File: src/hdl/bnms_ram.sv
module bnms_ram #(
  parameter int WIDTH = 8,
  parameter int DEPTH = 16
) (
  input  logic                     clk,
  input  logic                     wr_en,
  input  logic [$clog2(DEPTH)-1:0] wr_addr,
  input  logic [WIDTH-1:0]         wr_data,
  input  logic [$clog2(DEPTH)-1:0] rd_addr,
  output logic [WIDTH-1:0]         rd_data
);

  logic [WIDTH-1:0] mem [DEPTH];

  // One write port and one registered read port.
  always_ff @(posedge clk) begin
    if (wr_en) begin
      mem[wr_addr] <= wr_data;
    end
    rd_data <= mem[rd_addr];
  end

endmodule

File: config.mk
export PLATFORM = sky130hd
export DESIGN_NAME = bnms_ram
export DESIGN_NICKNAME = d
export VERILOG_FILES = /design/src/hdl/bnms_ram.sv
export SDC_FILE = /design/constraint.sdc
export NUM_CORES = 1
export LEC_CHECK = 0
export ABC_AREA = 1
export BUFFER_PORTS_ARGS = -buffer_cell sky130_fd_sc_hd__buf_4
export CAP_MARGIN = 40
export CORE_ASPECT_RATIO = 1.4
export CORE_UTILIZATION = 45
export CTS_CLUSTER_DIAMETER = 30
export DETAILED_ROUTE_END_ITERATION = 10
export MAX_ROUTING_LAYER = met4
export PLACE_DENSITY = 0.71
export SYNTH_ARGS = -nofsm -noshare
export SYNTH_HDL_FRONTEND = slang
export SYNTH_SLANG_ARGS = --single-unit
File: constraint.sdc
create_clock -name clk -period 1.95 [get_ports clk]
set_input_delay 0.2925 -clock clk [delete_from_list [all_inputs] [get_ports clk]]
set_output_delay 0.2925 -clock clk [all_outputs]
set_load 0.01 [all_outputs]
---- Word level (Yosys, flattened, before mapping) ----
Memories as Yosys holds them, arrays and structs flattened. A register that Yosys moved wholly into a read port is not among the register bits.
Cells that the tools add are included.
word-level totals
  memories kept ........................... 1
  bits in registers ....................... 0
  RAM bits ................................ 128
  word-level logic and storage cells ...... 3
memories
  name  depth  bits a word  rd ports  clocked after Yosys merged registers in  write ports  line  source
  mem   16     8            1         1                                        1            13    logic [WIDTH-1:0] mem [DEPTH];
cells by class
  mux-type cells .......................... 2
operators by type and width
  cell               number
  1-bit two-way mux  2

---- Logic depth before layout (Yosys ltp) ----
Gate-level depths: netlist of run 1.
  depth in word-level cells ............... 2
  mapped depth ............................ 8

---- Least setup slack after synthesis of run 1 ----
Ideal clock, no wire load.
  path kind ............................... input-to-reg
  start ................................... input port wr_addr[2]
  end ..................................... memory mem[10][0], enable pin
  setup time .............................. 0.370 ns
  data required time ...................... 1.580 ns
  slack ................................... 0.707 ns
  cell stages on the path ................. 2
  arrival time ............................ 0.873 ns
  cell sequence ........................... nand3b_1 > nor2_1
RTL lines
  element          line  source
  start, declared  7     input logic [$clog2(DEPTH)-1:0] wr_addr,
  end, declared    13
No word-level cell before the write port.

---- Worst setup path in the final report of run 1 ----
  start ................................... register rd_data[3] (read register of mem)
  end ..................................... output port rd_data[3]
RTL lines
  element          line  source
  start, declared  10    output logic [WIDTH-1:0] rd_data
No word-level cell between the ends.

==> out/metrics.cfg, run 1 <==
[yosys]
synth_cell_types=12
syn_nets=569
seq_area_frac_synth_pct=69.43
synth-seq-cells=136
synthCells=551
synth_area_sq_mm=0.005767
syn_area_per_cell_sq_um=10.47
yosysWarnings=0

[critical_path]
critPathBufInv=1
start_kind=register
critPathMaxFanout=1
cp.required_ns=1.66
arrival_ns=0.90
worstPathCellList=buf_4
cp_top_family=flip-flops
max_stage_delay_ns=0.35
end_kind=primary output
critPathKind=register to primary output
slowest_stage=dfxtp_1

[drt]
drtIter0Drc=438
wl_per_cell_um=16.88
highest_layer=met4
ant_nets=0
drc=4
wl_met2_mm=6.526
viasPerCell=5.105
drt_pass1_iterations=8
num_vias=3854
wl_met1_mm=4.965
drt_wl_total_mm=12.75
wl_met3_um=751

[place]
io_buffers=25
post-place-ws_ns=0.5330
globalplace.congestion=0.9143
dp_hpwl_mm=8.130

[flow_run]
maxCapViolCount=0

[cells_and_area]
diodes=0
post-route-util_pct=54.35
layout.nets=610
final_common_cell=nand2_1
layout_common_cells=173 x nand2_1, 128 x edfxtp_1, 100 x inv_1
drive_gt1_share_pct=12.73
area_growth_pct=17.16

[hold_path]
hp-class=input port to register

[power_and_ir_drop]
comb_power_share_pct=6.2
peakVddDrop_mv=0.5837
p_leak_nw=2.937
pwr_density_cell_mw_per_mm2=1015
switching_power_w=0.001465
p_sw_share_pct=21.36
power.share.clock_pct=45.8
p_seq_share_pct=48.0
p_int_w=0.005394

[die]
start_util_pct=46.39
ios=26
num_rows=48
die_area_sq_mm=0.01328
core_area_sq_mm=0.01243
die_w_um=97.68
die-height_um=135.9

[timing]
min_period_ns=1.189
fmax_mhz=840.8
setup_slack_ns=0.7607
rsz0062_at_grt=false
slew_headroom_pct=69.53
setup_viol=0
final-max-slew-violation-count=0
clock_skew_ns=0.005305
worst_pin_slew_ns=0.4565
hold_viol_final=0
tns_ns=0
post-route-period-util_pct=60.99

[grt]
antenna_found_initial=0
grt_pass1_vias=3736
grt_max_degree=51
grt_pass1_wl_mm=19.77
overflow=0
grtUsageTotal_pct=21.21

[cts]
ctsResizeCount=0
clockBufferDepth=2
clock_sinks=136
hold_buffers=0
clkLatencyLatePin_ns=0.42
numCtsBuffers=17
cts_tree=built
clk_pin_slew_worst_paths_ns=0.06
ctsRootBufferMaster=clkbuf_16
postCtsSetupBuffers=0
cts_max_level=4

[status]
status=complete, but fails checks
violations=DRC

-- layer usage --
metal | global-route usage (%) | up-vias
li1 | - | 1853
met1 | 23.55 | 1826
met4 | 11.78 | 0
met2 | 35.86 | 141
met3 | 4.370 | 34
met5 | - | -
-- final timing paths --
| kind | from | endpoint | slack (ns) | cells after the start |
|---|---|---|---|---|
| worst min register to register | mem[13][1] | rd_data[1] | 0.68 | 6 |
| worst max register to register | mem[5][4] | rd_data[4] | 0.95 | 6 |
| worst max-delay path | rd_data[3] | rd_data[3] | 0.76 | 1 |
| worst min-delay path | rd_addr[3] | rd_data[4] | 0.18 | 3 |
-- power groups by stage --
stage	Combinational (W)	Sequential (W)	Clock (W)
6_report	0.000426	0.00329	0.00314
5_1_grt	0.000467	0.00330	0.00327
4_1_cts	0.000429	0.00329	0.00316
3_5_place_dp	0.000425	0.00335	0
3_3_place_gp	0.000415	0.00335	0
2_1_floorplan	0.000231	0.00335	0
-- metrics by stage --
step                hold slack (ns)  total power (W)  cell area (sq um)  instances
global route                 0.1853         0.007032               6756        755
floorplan                    0.3914         0.003584               5767        551
CTS                          0.1704         0.006879               6756        755
finish                       0.1823         0.006858               6756        755
global placement             0.5968         0.003765               6171        723
detailed placement           0.6026         0.003776               6171        723
-- synth_stat cells (all sizes together) --
library cell	number	area share [%]
buf	24	2.9
nor2	17	1.1
edfxtp	128	67
nand3b	2	0.26
nand3	97	8.4
inv	102	6.6
nand2	173	11
dfxtp	8	2.8
-- cells by family (layout without fill, tap and decap cells) --
family / Yosys count / after routing / share of synthesized area, %
AND/OR/NAND/NOR: 289 / 289 / 21.05
flip-flops: 136 / 136 / 69.43
buffers and inverters: 126 / 180 / 9.525
-- sequential cells by signal, indices dropped and copies added, names as in the netlist --
signal   cells
mem        128
rd_data      8
-- final cells by class --
| class | instances | area (sq um) |
|---|---|---|
| clock inverter | 15 | 160.2 |
| sequential | 136 | 4004 |
| inverter | 102 | 382.9 |
| timing repair buffer | 46 | 382.9 |
| tap | 150 | 187.7 |
| multi-input combinational | 289 | 1214 |
| fill | 1005 | 5675 |
| clock buffer | 17 | 425.4 |
No activity file was read; power rests on OpenSTA's default activity.
==> run 2, diff against run 1 <==
==> constraint.sdc (replaced) <==
create_clock -name clk -period 1.2 [get_ports clk]
set_input_delay 0.18 -clock clk [delete_from_list [all_inputs] [get_ports clk]]
set_output_delay 0.18 -clock clk [all_outputs]
set_load 0.01 [all_outputs]
==> out/metrics.cfg, run 2 (same netlist as run 1, synthesis figures left out) <==
[die]
ios=26
num_rows=48
die_w_um=97.68
core_area_sq_mm=0.01243
die_area_sq_mm=0.01328
die-height_um=135.9
start_util_pct=46.39

[grt]
antenna_found_initial=0
grt_pass1_vias=3673
overflow=0
grt_pass1_wl_mm=19.33
grtUsageTotal_pct=20.55
grt_max_degree=56

[critical_path]
critPathKind=register to primary output
slowest_stage=dfxtp_1
worstPathCellList=buf_4
critPathBufInv=1
max_stage_delay_ns=0.35
end_kind=primary output
crit_cells=1
critPathMaxFanout=1
cp_top_family=flip-flops
arrival_ns=0.89
start_kind=register
cp.required_ns=1.02
r2r_cells=6

[drt]
num_vias=3802
drtIter0Drc=258
ant_nets=0
drc=4
drt_wl_total_mm=12.25
drt_pass1_iterations=8
viasPerCell=4.996
wl_per_cell_um=16.10

[cts]
clock_sinks=136
clkLatencyLatePin_ns=0.41
ctsResizeCount=0
hold_buffers=0
numCtsBuffers=17
cts_max_level=4
cts_tree=built
clockBufferDepth=2
postCtsSetupBuffers=0
ctsRootBufferMaster=clkbuf_16
clk_pin_slew_worst_paths_ns=0.06

[power_and_ir_drop]
p_sw_share_pct=20.34
switching_power_w=0.002352
pwr_density_cell_mw_per_mm2=1678
power.share.clock_pct=47.6
p_leak_nw=3.017
comb_power_share_pct=6.2
p_seq_share_pct=46.2
peakVddDrop_mv=0.9215
p_int_w=0.009212

[place]
io_buffers=25
globalplace.congestion=0.8944
dp_hpwl_mm=7.952

[cells_and_area]
layout.nets=616
final_common_cell=nand2_1
post-route-util_pct=55.44
diodes=0
top_regs=mem: 128 flops, rd_data: 8 flops
drive_gt1_share_pct=13.91
layout_common_cells=173 x nand2_1, 128 x edfxtp_1, 100 x inv_1
area_growth_pct=19.53
largest_register=mem
largest_register_ffs=128

[timing]
min_period_ns=1.074
final-max-slew-violation-count=0
setup_viol=0
worst_pin_slew_ns=0.2660
post-route-period-util_pct=89.52
rsz0062_at_grt=false
clock_skew_ns=0.008793
tns_ns=0
hold_viol_final=0
fmax_mhz=930.9
slew_headroom_pct=82.27

[status]
status=complete, but fails checks
violations=DRC

[hold_path]
hp-class=input port to register
holdPathStages=3

[flow_run]
maxCapViolCount=0

-- run 2: changes by cell type in the layout (fill, tap and decap cells not counted), moves of 3 or more --
cell	change
buf_4	+3
clkinvlp_4	-3
clkbuf_8	+3
clkinv_1	-3
buf_12	+3
-- run 2: per-layer routing --
metal	up-vias	global-route usage (%)	share of wire, %
li1	1865	-	-
met1	1801	24.03	41
met2	110	33.96	52
met3	26	4.216	3.9
met4	0	10.10	3.2
met5	-	-	0
-- run 2: path summary, 6_finish.rpt --
kind / from / end / slack (ns)
min reg2reg: mem[7][7] / rd_data[7] / 0.67
max: rd_data[7] / rd_data[7] / 0.13
min: rd_addr[3] / rd_data[1] / 0.08
max reg2reg: mem[7][3] / rd_data[3] / 0.17
-- run 2: per-stage QoR --
step                instance area (sq um)  setup slack, ns  power, W  hold slack (ns)  instances
floorplan                            5767          0.06916  0.005825           0.2789        551
global placement                     6254        -0.002912  0.006148           0.4897        729
detailed placement                   6254        -0.008655  0.006162           0.4916        729
CTS                                  6893           0.1346   0.01164          0.06491        761
global route                         6893           0.1100   0.01188          0.07546        761
finish                               6893           0.1258   0.01156          0.08176        761
-- run 2: power groups by stage --
stage / registers [W] / clock network [W] / logic (W)
3_5_place_dp: 0.00544 / 0 / 0.000723
4_1_cts: 0.00534 / 0.00557 / 0.000728
2_1_floorplan: 0.00545 / 0 / 0.000375
3_3_place_gp: 0.00544 / 0 / 0.000710
5_1_grt: 0.00535 / 0.00574 / 0.000791
6_report: 0.00534 / 0.00550 / 0.000721
-- run 2: final cells by class --
cell class              instances  area (sq um)
clock buffers                  21         470.5
fillers                      1034          5539
well taps                     150         187.7
repair buffers                 52         465.4
clock inverters                11         168.9
flip-flops and latches        136          4004
multi-input cells             289          1214
inverters                     102         382.9
